**src/hdl/pnss_pkg.sv**
```systemverilog
// ----------------------------------------------------------------------------
// pnss_pkg
// Types and constants shared by the polyline snap block.
// ----------------------------------------------------------------------------
package pnss_pkg;

    localparam int MAX_POINTS_DEF = 1024;

    localparam int MW    = 27;          // multiplier operand width (signed)
    localparam int PW    = 2 * MW;      // product / accumulator width
    localparam int SQ_W  = PW;          // root unit input width
    localparam int RT_W  = SQ_W / 2;    // root width
    localparam int QF    = 16;          // projection fraction bits

    localparam logic [24:0] DIST_NONE = 25'h1FFFFFF;
    localparam logic [24:0] DIST_SAT  = 25'h1FFFFFE;
    localparam logic [27:0] ALONG_MAX = 28'hFFFFFFF;

    typedef enum logic [1:0] {
        CMD_CLEAR  = 2'd0,
        CMD_APPEND = 2'd1,
        CMD_QUERY  = 2'd2,
        CMD_NONE   = 2'd3
    } t_cmd;

    typedef enum logic [1:0] {
        ST_OK    = 2'd0,
        ST_FULL  = 2'd1,
        ST_EMPTY = 2'd2,
        ST_FROM  = 2'd3
    } t_status;

    typedef struct packed {
        logic [1:0]         cmd;
        logic signed [23:0] pos_x;
        logic signed [23:0] pos_y;
        logic [9:0]         from_index;
        logic [9:0]         to_index;
    } t_in_item;

    typedef struct packed {
        logic [1:0]  status;
        logic [24:0] nearest_distance;
        logic [9:0]  segment_index;
        logic [27:0] along_distance;
        logic [10:0] stored_points;
    } t_out_item;

    typedef struct packed {
        t_cmd     kind;
        t_in_item item;
    } t_job;

endpackage

```
**src/hdl/pnss_front.sv**
```systemverilog
// ----------------------------------------------------------------------------
// pnss_front
// Input beat acceptance, command decode and a two-entry job queue.
// ----------------------------------------------------------------------------
module pnss_front import pnss_pkg::*; (
    input  logic     i_clk,
    input  logic     i_rst_n,
    input  logic     i_in_valid,
    output logic     o_in_stall,
    input  t_in_item i_in_data,
    output logic     o_job_valid,
    output t_job     o_job,
    input  logic     i_job_pop
);

    localparam int QD = 2;

    t_job       r_q [QD];
    logic       r_wp;
    logic       r_rp;
    logic [1:0] r_cnt;
    logic       push;
    logic       pop;
    t_job       job_in;

    always_comb begin
        job_in.item = i_in_data;
        case (i_in_data.cmd)
            CMD_CLEAR:  job_in.kind = CMD_CLEAR;
            CMD_APPEND: job_in.kind = CMD_APPEND;
            CMD_QUERY:  job_in.kind = CMD_QUERY;
            default:    job_in.kind = CMD_NONE;
        endcase
    end

    assign o_in_stall  = (r_cnt == 2'(QD));
    assign push        = i_in_valid && !o_in_stall;
    assign pop         = i_job_pop && (r_cnt != 2'd0);
    assign o_job_valid = (r_cnt != 2'd0);
    assign o_job       = r_q[r_rp];

    always_ff @(posedge i_clk) begin
        if (!i_rst_n) begin
            r_wp  <= 1'b0;
            r_rp  <= 1'b0;
            r_cnt <= 2'd0;
        end else begin
            if (push) begin
                r_wp <= ~r_wp;
            end
            if (pop) begin
                r_rp <= ~r_rp;
            end
            r_cnt <= r_cnt + 2'(push) - 2'(pop);
        end
    end

    always_ff @(posedge i_clk) begin
        if (push) begin
            r_q[r_wp] <= job_in;
        end
    end

endmodule

```
**config.mk**
```make
export PLATFORM = sky130hd
export DESIGN_NAME = pnss_front
export DESIGN_NICKNAME = d
export VERILOG_FILES = /design/src/hdl/pnss_pkg.sv /design/src/hdl/pnss_front.sv
export SDC_FILE = /design/constraint.sdc
export NUM_CORES = 1
export LEC_CHECK = 0
export BUFFER_PORTS_ARGS = -buffer_cell sky130_fd_sc_hd__buf_2
export CORE_ASPECT_RATIO = 0.9
export CORE_MARGIN = 8
export CORE_UTILIZATION = 53
export DETAILED_ROUTE_END_ITERATION = 7
export HOLD_SLACK_MARGIN = 0.12
export PLACE_DENSITY = 0.83
export REMOVE_ABC_BUFFERS = 1
export SLEW_MARGIN = 10
export SYNTH_ARGS = -nofsm -noshare
export SYNTH_HDL_FRONTEND = slang
export SYNTH_SLANG_ARGS = --single-unit
```
**constraint.sdc**
```tcl
create_clock -name i_clk -period 5.6 [get_ports i_clk]
set_input_delay 0 -clock i_clk [delete_from_list [all_inputs] [get_ports i_clk]]
set_output_delay 0 -clock i_clk [all_outputs]
set_load 0.05 [all_outputs]
```
### After elaboration in Yosys (flattened, before gate mapping)

Memory sizes are Yosys's and may differ from the RTL's. A register that Yosys moved wholly into a read port is not among the register bits.
Index checks and enable logic that the tools add are counted.

* $add $sub $neg: 2
* eq/ne operators: 3
* mux-type cells: 5
* bitwise operators: 2
* reduce and logical (&&, ||, !) cells: 5

Operators by type and width (count)
* $pmux W2 S3: 1
* $eq A2 B2 Y1 const B: 2
* $mux W1: 4
* $add A2 B1 Y2: 1
* $eq A2 B1 Y1 const B: 1
* $logic_and A1 B1 Y1: 2
* $logic_not A2 Y1: 1
* $not A1 Y1: 2
* $reduce_bool A2 Y1: 1
* $sub A2 B1 Y2: 1
* $logic_not A1 Y1: 1

* register bits after elaboration: 4
* memory bits (writable): 144
* bits of input ports: 74
* output and inout port bits: 74
* word-level logic and storage cells: 21
* memories kept: 1

Memory list
* r_q: depth 2, bits a word 72, read ports 1, clocked after memory_dff 1, wr ports 1, RTL line pnss_front.sv:18 `t_job r_q [QD];`

### Depth between registers and ports, before layout

Gate-level depths: netlist (run 1).

* depth in word-level cells: 5
* gate-level depth with buffers: 8
* mapped depth without buffers: 8

### Worst setup path after synthesis (run 1)

OpenSTA, ideal clock, no wires.

* kind: reg2reg
* start: register r_cnt[0]
* end: memory r_q[0][0] in the netlist's numbering (enable)
* setup time: 0.502 ns
* arrival: 3.586 ns
* data required time: 5.098 ns
* path slack: 1.511 ns
* cell stages (with the launch flop): 4
* clock period less this slack: 4.089 ns
* cell sequence: dfxtp_1 -> nand2b_1 -> nand2_1 -> nor2_1

* word-level cells in the longest chain between the ends: 5

Ends and longest elaborated chain
* from (decl): RTL line pnss_front.sv:21 `logic [1:0] r_cnt;`
* from (signal assigned): RTL line pnss_front.sv:54 `r_cnt <= r_cnt + 2'(push) - 2'(pop);`
* $eq A2 B2 Y1: RTL line pnss_front.sv:36 `assign o_in_stall = (r_cnt == 2'(QD));`
* $logic_not A1 Y1: RTL line pnss_front.sv:37 `assign push = i_in_valid && !o_in_stall;`
* $logic_and A1 B1 Y1: RTL line pnss_front.sv:37
* $mux W1: RTL line pnss_front.sv:59 `if (push) begin`
* $mux W1 (implied by the code): RTL line pnss_front.sv:60 `r_q[r_wp] <= job_in;`
* to (decl): RTL line pnss_front.sv:18

Every way passes these cells.

### Worst setup path after layout (run 1)

* start: register r_cnt[0]
* end: memory r_q[0][2] in the netlist's numbering (enable)

The elaborated chain is that of the path after synthesis.

==> metrics.md, run 1 <==
| Metric | Value |
|---|---|
| Status | finished clean |
| Fmax | 398 MHz |
| Post-route minimum period | 2.51 ns |
| DR pass1 iterations | 4 |
| Area grow syn2layout | 35.9% |
| Most frequent cells in the layout | buf_2 (147), edfxtp_1 (144), dlygate4sd3_1 (73), mux2_4 (70), clkbuf_16 (17) |
| Slew @ Worst Pin | 1.11 ns |
| All-layer global routing usage | 0.168 |
| Worst-skew pair later-pin latency | 0.41 ns |
| Std cell rows | 36 |
| Hold Crit Class | input port to flip-flop |
| Post-synthesis adder-cell area fraction | 0.00432 |
| Vias in the first global route | 3,441 |
| Final Hold Viols | 0 |
| Die area | 0.0145 mm2 |
| Post-detail-place hpwl | 7.03 mm |
| Die X-Extent | 126 um |
| Avg Inst Size Synth | 22.9 um2 |
| Clk sinks | 149 |
| Initial antenna violation count | 0 |
| Synth Register Bits | 149 |
| H-tree levels | 4 |
| Slew Viols, Final | 0 |
| Cells after Synth | 253 |
| Final setup fails | 0 |
| Core Util, Final | 0.735 |
| Fraction of layout cells with a size suffix above 1 | 0.500 |
| Drt wl/cell | 19.1 um |
| Ant diodes | 0 |
| CTS tree | done |
| DR vias | 3,083 |
| Peak supply drop | 0.000339 V |
| Placed insts | 525 |
| Capturing element type of the critical path | flip-flop |
| Placer congestion estimate | 0.736 |
| GR Overflow Total | 0 |
| Port Buffers | 147 |
| Largest net degree at the start of global routing | 73 |
| Mux share of post-synthesis cell area | 0.187 |
| WS Path Type | flip-flop to flip-flop |
| Crit path max fanout | 37 |
| Overall power | 0.00422 W |
| First-pass GRT wire length | 18.3 mm |
| CTS Buf Count | 17 |
| Max-slew headroom | 0.255 |
| PwrDens | 536 mW/mm2 |
| Io pins | 148 |
| Max-cap violations | 0 |
| XOR/XNOR share of the synthesized area | 0.00302 |
| Core outline area | 0.0107 mm2 |
| Post-synthesis simple-gate area fraction | 0.0112 |
| Clock skew | 0.00634 ns |
| Required @ worst endpoint | 5.64 ns |
| NumNets Final | 560 |
| Arrival time worst endpoint | 2.55 ns |
| Yosys warns | 0 |
| Most common cell after layout, fill and taps aside | buf_2 |
| Antenna viol nets, final | 0 |
| Die Ht | 115 um |
| DR iter-0 viols | 169 |
| Period Utilization, post-route | 0.448 |
| Post-DR vias/cell | 4.92 |
| Fillers | 653 |
| Final setup TNS | 0 ns |
| Largest family of logic cells by synthesized area | multiplexers |
| Post-synthesis compound-gate area fraction | 0.00130 |
| Root buf cell | clkbuf_16 |
| Setup crit start kind | flip-flop |
| DR DRC count | 0 |
| Worst hold start | i_in_data[30] |
| RSZ-0062 raised after global routing | no |
| Final Non-Filler Cells | 627 |
| CP startpoint | r_cnt[0] |
| Drt total wl | 12.0 mm |
| Leakage | 3.16 nW |
| Starting density of the core | 0.540 |
| Reg-to-Reg Start | r_cnt[0] |
| Sequential share of the synthesized area | 0.764 |
| Post-synth cell types | 20 |
| Clock Path Buffers | 2 |
| CTS clk-pin slew, worst paths | 0.05 ns |
| Syn Std Cell Area | 0.00579 mm2 |
-- cell usage after synthesis, drive strengths merged --
library cell	number	area share
or2	1	0.0011
xor2	1	0.0015
edfxtp	144	0.75
nor2	4	0.0026
nor3	1	0.00086
inv	3	0.0019
mux2	72	0.19
nand2	2	0.0013
ha	2	0.0043
and2	2	0.0022
clkbuf	2	0.0013
dfxtp	5	0.017
o21a	1	0.0013
nand2b	2	0.0022
and3	1	0.0011
xnor2	1	0.0015
buf	8	0.026
mux2i	1	0.0017
-- area by class of cell --
cell class                 count  area (um2)  area share
timing repair buffer         222        1480       0.188
tap                          133         166      0.0211
sequential                   149        4430       0.562
clock inverter                 6         129      0.0164
clock buffer                  23         448      0.0569
inverter                       3        11.3     0.00143
multi-input combinational     91        1210       0.154
-- cells by family after synthesis --
group                      after synthesis
AOI/OAI and AO/OA                        1
xor gates and xnor gates                 2
adders and majority gates                2
buffers and inverters                   13
DFF                                    149
muxes                                   73
and+or+nand+nor                         13
-- flip-flops by register name, summed over array words and instances, names as in the netlist, named ones only --
| signal | cells |
|---|---|
| r_wp | 1 |
| r_cnt | 2 |
| r_q | 144 |
| r_rp | 1 |
-- worst max-delay path, stage by stage, from the launching register on --
cell and delay [ns]:
dfxtp_1 0.36, nand2b_1 0.17, nand2_1 0.15, nor2_4 0.87
buf_4 0.59
-- metrics by stage --
step	worst slack [ns]	hold WS, ns	instance area (um2)
after floorplan	1.51	0.0989	5630
after global placement	3.15	0.187	6570
after detailed placement	3.06	0.191	6570
after CTS	3.04	0.291	7880
after global routing	2.89	0.307	7880
final	3.09	0.318	7880
-- metal layers --
layer	vias up	wire length [um]	global-route usage	share of wire
met3	17	927	0.0719	0.077
li1	1445	-	-	-
met1	1503	4480	0.166	0.37
met2	118	6360	0.305	0.53
met5	-	0	0	0
met4	0	202	0.0697	0.017
-- where the power goes --
group	switching, W	internal, W	total (W)
clock	0.000388	0.000736	0.00112
combinational	0.00105	0.000518	0.00157
sequential	0.0000904	0.00144	0.00153
total	0.00153	0.00270	0.00422
-- what timing repair did --
item	4_1_cts	5_1_grt
gates resized for setup	0	0
endpoints found under the hold margin	149	0
hold buffers	73	0
setup buffers	0	0
-- path summary, 6_finish.rpt --
| kind | end | slack (ns) | depth (start not counted) |
|---|---|---|---|
| worst min register to register | flip-flop | 0.52 | 2 |
| worst max-delay path | r_q[0][2] | 3.09 | 4 |
| worst max register to register | r_q[0][2] | 3.09 | 4 |
| worst min-delay path | r_q[1][30] | 0.32 | 2 |
No activity file was read; power rests on OpenSTA's default activity.
==> run 2: changes to the inputs <==
Settings changed: ABC_AREA from default to 1.
Clock period 5.6 ns to 2.61 ns, I/O delays scaled along.
==> run 2 against run 1 <==
Compared with the run above:
- core utilization shrank 0.28 points
- flip-flop and latch count is the same
- critical path depth shrank 1
- synthesized cell count grew 4.3%
- clock skew grew 0.0013 ns
- sequential share of layout area is essentially flat
- combinational power grew 88%
- largest cell class unchanged
- global-route usage grew 0.27 points
- register-to-register slack lost 2.2 ns
- first-iteration DRC count grew 47%
==> metrics.md, run 2 <==
| Metric | Value |
|---|---|
| Synth Register Bits | 149 |
| Required @ worst endpoint | 2.61 ns |
| Clock Path Buffers | 2 |
| DR iter-0 viols | 248 |
| Most common cell after layout, fill and taps aside | buf_2 |
| Most frequent cell after synthesis | edfxtp_1 |
| Main area contributors after synthesis | edfxtp_1 (74%), mux2_4 (18%), buf_12 (2.4%) |
| Arrival time worst endpoint | 1.98 ns |
| Crit path max fanout | 28 |
| Part of the power in registers | 0.390 |
| Crit-path cells | buf_12 -> mux2_2 -> buf_2 |
| Leading registers by flop count | r_q (144), r_cnt (2) |
| Placer congestion estimate | 0.765 |
| Hold Crit Class | input port to flip-flop |
| Fraction of layout cells with a size suffix above 1 | 0.488 |
| Fmax | 504 MHz |
| H-tree levels | 4 |
| Clk sinks | 149 |
| Sw power | 0.00294 W |
| WS Path Type | flip-flop to primary output |
| Die X-Extent | 126 um |
| Final setup fails | 0 |
| DR vias | 3,189 |
| Post-synth top flop | edfxtp_1 |
| Sequential share of the synthesized area | 0.762 |
| Antenna viol nets, final | 0 |
| DR DRC count | 0 |
| Post-DR vias/cell | 4.96 |
| Port Buffers | 147 |
| Number of synthesized flops with an enable pin | 144 |
| Worst-skew pair later-pin latency | 0.41 ns |
| Asr flop ratio synth | 0 |
| Period Utilization, post-route | 0.760 |
| Area grow syn2layout | 35.7% |
| Post-synth top area cell | edfxtp_1 |
| Post-DP Area | 0.00664 mm2 |
| Switching fraction of total power | 0.357 |
| Cells after Synth | 264 |
| Std cell rows | 36 |
| Final instance area | 0.00788 mm2 |
| Die area | 0.0146 mm2 |
| Largest net degree at the start of global routing | 41 |
| Ant diodes | 0 |
| Clk pwr share | 0.253 |
| Largest reg by FF count | r_q |
| Setup crit start kind | flip-flop |
| Drt wl/cell | 18.3 um |
| Most frequent cells after synthesis | edfxtp_1 (144), mux2_4 (70), inv_1 (9), nand2_1 (9), nor2_1 (8) |
| Yosys warns | 0 |
| Clock skew | 0.00762 ns |
| Max-slew headroom | 0.643 |
| Worst setup margin | 0.627 ns |
| Most frequent cells in the layout | buf_2 (147), edfxtp_1 (144), dlygate4sd3_1 (73), mux2_4 (70), clkbuf_16 (17) |
| Starting density of the core | 0.539 |
| Io pins | 148 |
| Slowest stage cell, crit path | dfxtp_4 |
| Peak supply drop | 0.000830 V |
| First-pass GRT wire length | 18.7 mm |
| Leakage | 3.18 nW |
| Final Hold Viols | 0 |
| Initial antenna violation count | 0 |
| Avg Inst Size Synth | 22.0 um2 |
| Die Ht | 115 um |
| Fillers | 628 |
| Area fraction of the dominant cell type after synthesis | 0.745 |
| Post-route minimum period | 1.98 ns |
| RSZ-0062 raised after global routing | no |
| Final setup TNS | 0 ns |
| CTS Buf Count | 17 |
| Overall power | 0.00824 W |
| PwrDens | 1050 mW/mm2 |
| Root buf cell | clkbuf_16 |
| CTS clk-pin slew, worst paths | 0.05 ns |
| Max-cap violations | 0 |
| Status | finished clean |
| Core outline area | 0.0108 mm2 |
| Place WS | 0.862 ns |
| NumNets Final | 575 |
| Capturing element type of the critical path | primary output |
| DR pass1 iterations | 4 |
| Post-detail-place hpwl | 7.37 mm |
| Max FFs per register | 144 |
| Post-CTS setup buffer count | 0 |
| CTS tree | done |
| Post-synth cell types | 13 |
| Post-CTS Resized | 0 |
| Largest stage delay on the critical path | 0.68 ns |
| Vias in the first global route | 3,582 |
| Post-CTS Hold Buffers | 73 |
| Slew Viols, Final | 0 |
| All-layer global routing usage | 0.170 |
| Syn Std Cell Area | 0.00580 mm2 |
| Slew @ Worst Pin | 0.535 ns |
| Drt total wl | 11.8 mm |
| GR Overflow Total | 0 |
| Gate power share | 0.358 |
| Internal cell power | 0.00530 W |
-- run 2: layout make-up --
type,instances,area (um2),area share
flip-flops and latches,149,4430,0.562
repair buffers,226,1550,0.197
multi-input cells,96,1190,0.152
clock buffers,21,440,0.0559
well taps,133,166,0.0211
clock inverters,9,63.8,0.00810
inverters,9,35.0,0.00445
-- run 2: kinds of logic after synthesis --
kind of cell	share of synthesized area
AOI/OAI and AO/OA	0.00172
adders and majority gates	0.00431
buffers and inverters	0.0332
DFF	0.762
muxes	0.185
and+or+nand+nor	0.0136
-- run 2: final timing paths --
check | start | to | slack, ns | cells past startpoint
setup reg to reg | r_cnt[0] | r_q[1][35] | 0.85 | 5
hold / removal | i_in_data[40] | r_q[0][40] | 0.32 | 2
setup / recovery | flip-flop | o_job[71] | 0.63 | 3
hold reg to reg | r_rp | r_rp | 0.54 | 2
-- run 2: power by group through the flow --
stage / Sequential (W) / Clock [W] / Combinational [W]
2_1_floorplan: 0.00332 / 0 / 0.00226
3_3_place_gp: 0.00323 / 0 / 0.00284
3_5_place_dp: 0.00326 / 0 / 0.00286
4_1_cts: 0.00321 / 0.00213 / 0.00296
5_1_grt: 0.00324 / 0.00223 / 0.00309
6_report: 0.00321 / 0.00208 / 0.00295
-- run 2: per-layer routing --
layer | share of wire | GRT usage | wire length [um]
met1 | 0.41 | 0.187 | 4780
met4 | 0.0072 | 0.0496 | 85
met5 | 0 | 0 | 0
met2 | 0.50 | 0.290 | 5910
met3 | 0.085 | 0.0821 | 1000
-- run 2: worst max-delay path, delay by kind of cell, from the launching register on --
family                 cells  cell delay [ns]
multiplexers               1             0.36
buffers and inverters      2             0.52
flip-flops                 1             0.68
-- run 2: per-stage QoR --
stage          hold WS, ns  utilization  std cells
6_report             0.320        0.732        643
5_1_grt              0.300        0.732        643
4_1_cts              0.293        0.732        643
3_5_place_dp         0.193        0.617        540
3_3_place_gp         0.187        0.617        540
2_1_floorplan       0.0935            -        254
==> run 3: changes to the inputs <==
Settings changed: CORE_UTILIZATION 53 to 48, PLACE_DENSITY 0.83 to 0.79.
Clock period 2.61 ns to 1.6 ns, I/O delays scaled along.
==> run 3 against run 2 <==
Compared with the run above:
- critical path depth rose by 1
- combinational power rose by 110%
- sequential power rose by 60%
- power rose by 84%
- worst hold slack got worse by 0.0024 ns
- wire length rose by 8.5%
- clock skew barely moved
- non-clock buffer count rose by 16
- core utilization fell by 0.099 points
- global-route usage fell by 2.3 points
- setup slack got worse by 0.62 ns
- first-iteration DRC count fell by 15%
- largest power group is now combinational logic
- highest routed layer unchanged
==> metrics.md, run 3 (synthesis gave the netlist of run 2 again) <==
| Metric | Value |
|---|---|
| CTS tree | done |
| GR Overflow Total | 0 |
| Largest stage delay on the critical path | 0.38 ns |
| Hold worst-path end | r_q[1][56] |
| Antenna viol nets, final | 0 |
| Max FFs per register | 144 |
| Slowest stage cell, crit path | dfxtp_4 |
| Largest net degree at the start of global routing | 43 |
| Slew Viols, Final | 0 |
| H-tree levels | 4 |
| Root buf cell | clkbuf_16 |
| Leakage | 3.49 nW |
| Area grow syn2layout | 50.2% |
| Worst r2r dst | r_cnt[1] |
| Internal cell power | 0.00992 W |
| First-pass GRT wire length | 18.2 mm |
| DR vias | 3,245 |
| Worst hold start | i_in_data[56] |
| Hold Path Depth | 2 |
| Required @ worst endpoint | 1.60 ns |
| Clk pwr share | 0.248 |
| Max-cap violations | 0 |
| DR pass1 iterations | 4 |
| Final setup TNS | 0 ns |
| Capturing element type of the critical path | primary output |
| Peak supply drop | 0.00134 V |
| Period Utilization, post-route | 0.993 |
| Clock skew | 0.00784 ns |
| Reg-to-Reg Start | r_cnt[0] |
| Setup crit start kind | flip-flop |
| Std cell rows | 38 |
| Status | finished clean |
| Max-slew headroom | 0.815 |
| Post-detail-place hpwl | 7.32 mm |
| Leading registers by flop count | r_q (144), r_cnt (2) |
| Most common cell after layout, fill and taps aside | edfxtp_1 |
| Io pins | 148 |
| Vias in the first global route | 3,559 |
| Clock Path Buffers | 2 |
| DR DRC count | 0 |
| DR iter-0 viols | 212 |
| Crit path max fanout | 6 |
| Final setup fails | 0 |
| NumNets Final | 591 |
| Drt wl/cell | 18.6 um |
| Post-route minimum period | 1.59 ns |
| Sw power | 0.00520 W |
| Fmax | 629 MHz |
| Worst-skew pair later-pin latency | 0.41 ns |
| Crit-path cells | buf_8 -> clkbuf_16 -> mux2_4 -> buf_6 |
| Port Buffers | 147 |
| Fraction of layout cells with a size suffix above 1 | 0.528 |
| Arrival time worst endpoint | 1.59 ns |
| Ant diodes | 0 |
| Die Ht | 120 um |
| FF/Latch Area | 0.00443 mm2 |
| Multi-input gate area | 0.00123 mm2 |
| CTS clk-pin slew, worst paths | 0.06 ns |
| Fillers | 691 |
| Most frequent cells in the layout | edfxtp_1 (144), buf_2 (82), dlygate4sd3_1 (73), mux2_4 (71), buf_6 (64) |
| All-layer global routing usage | 0.147 |
| R2R cell count | 10 |
| RSZ-0062 raised after global routing | yes |
| Die area | 0.0159 mm2 |
| Hold Crit Class | input port to flip-flop |
| Die X-Extent | 132 um |
| Initial antenna violation count | 0 |
| Gate power share | 0.412 |
| Clk sinks | 149 |
| Switching fraction of total power | 0.344 |
| R2R Setup Slk | 0.07 ns |
| Drt total wl | 12.8 mm |
| CTS Buf Count | 17 |
| Final Hold Viols | 0 |
| Part of the power in registers | 0.340 |
| WS Path Type | flip-flop to primary output |
| Slew @ Worst Pin | 0.279 ns |
| Overall power | 0.0151 W |
| Core outline area | 0.0119 mm2 |
| Post-DR vias/cell | 4.72 |
| Largest reg by FF count | r_q |
| Placer congestion estimate | 0.764 |
| Starting density of the core | 0.486 |
| PwrDens | 1730 mW/mm2 |
## run 3: cell type report
| class | count | share of cell area |
|---|---|---|
| sequential | 149 | 0.508 |
| timing repair buffer | 242 | 0.259 |
| multi-input combinational | 96 | 0.141 |
| clock buffer | 24 | 0.0575 |
| tap | 160 | 0.0230 |
| clock inverter | 8 | 0.00832 |
| inverter | 9 | 0.00402 |
## run 3: worst max path at each step
stage	from	end	depth (start not counted)
floorplan	r_cnt[0]	r_q[0][0]	4
detailed placement	r_cnt[0]	r_cnt[1]	10
global route	flip-flop	o_job[11]	4
CTS	flip-flop	o_job[71]	3
global placement	r_cnt[0]	r_cnt[1]	10
finish	flip-flop	o_job[11]	4
## run 3: timing repair
action	4_1_cts	5_1_grt
hold endpoints to repair	149	0
hold buffers	73	0
gates cloned	0	7
buffers inserted	1	7
resized for setup	90	73
endpoints found under the setup margin	65	71
pin swaps	0	1
## run 3: critical path, delay by kind of cell, from the launching register on
kind	cells	cell delay (ns)
buf+inv	3	0.48
flops	1	0.38
mux	1	0.31
## run 3: through the flow
stage / std cells / utilization / setup slack (ns) / hold slack, ns / area [um2]
after detailed placement: 568 / 0.564 / -0.0395 / 0.191 / 6730
after floorplan: 254 / - / -2.47 / 0.0935 / 5650
after global placement: 568 / 0.564 / 0.0966 / 0.188 / 6730
after CTS: 674 / 0.697 / -0.0479 / 0.292 / 8320
after global routing: 688 / 0.731 / -0.0519 / 0.296 / 8720
final: 688 / 0.731 / 0.0107 / 0.317 / 8720
## run 3: per-layer routing
metal,vias to the layer above,part of all wire,track usage
met2,122,0.53,0.260
met3,6,0.064,0.0680
li1,1515,-,-
met4,0,0.0068,0.0430
met5,-,0,0
met1,1602,0.40,0.155
## run 3: power groups by stage
stage	Sequential, W	Clock (W)	Combinational, W
floorplan	0.00542	0	0.00368
global placement	0.00520	0	0.00478
detailed placement	0.00524	0	0.00484
CTS	0.00514	0.00383	0.00551
global route	0.00518	0.00400	0.00648
finish	0.00514	0.00375	0.00623
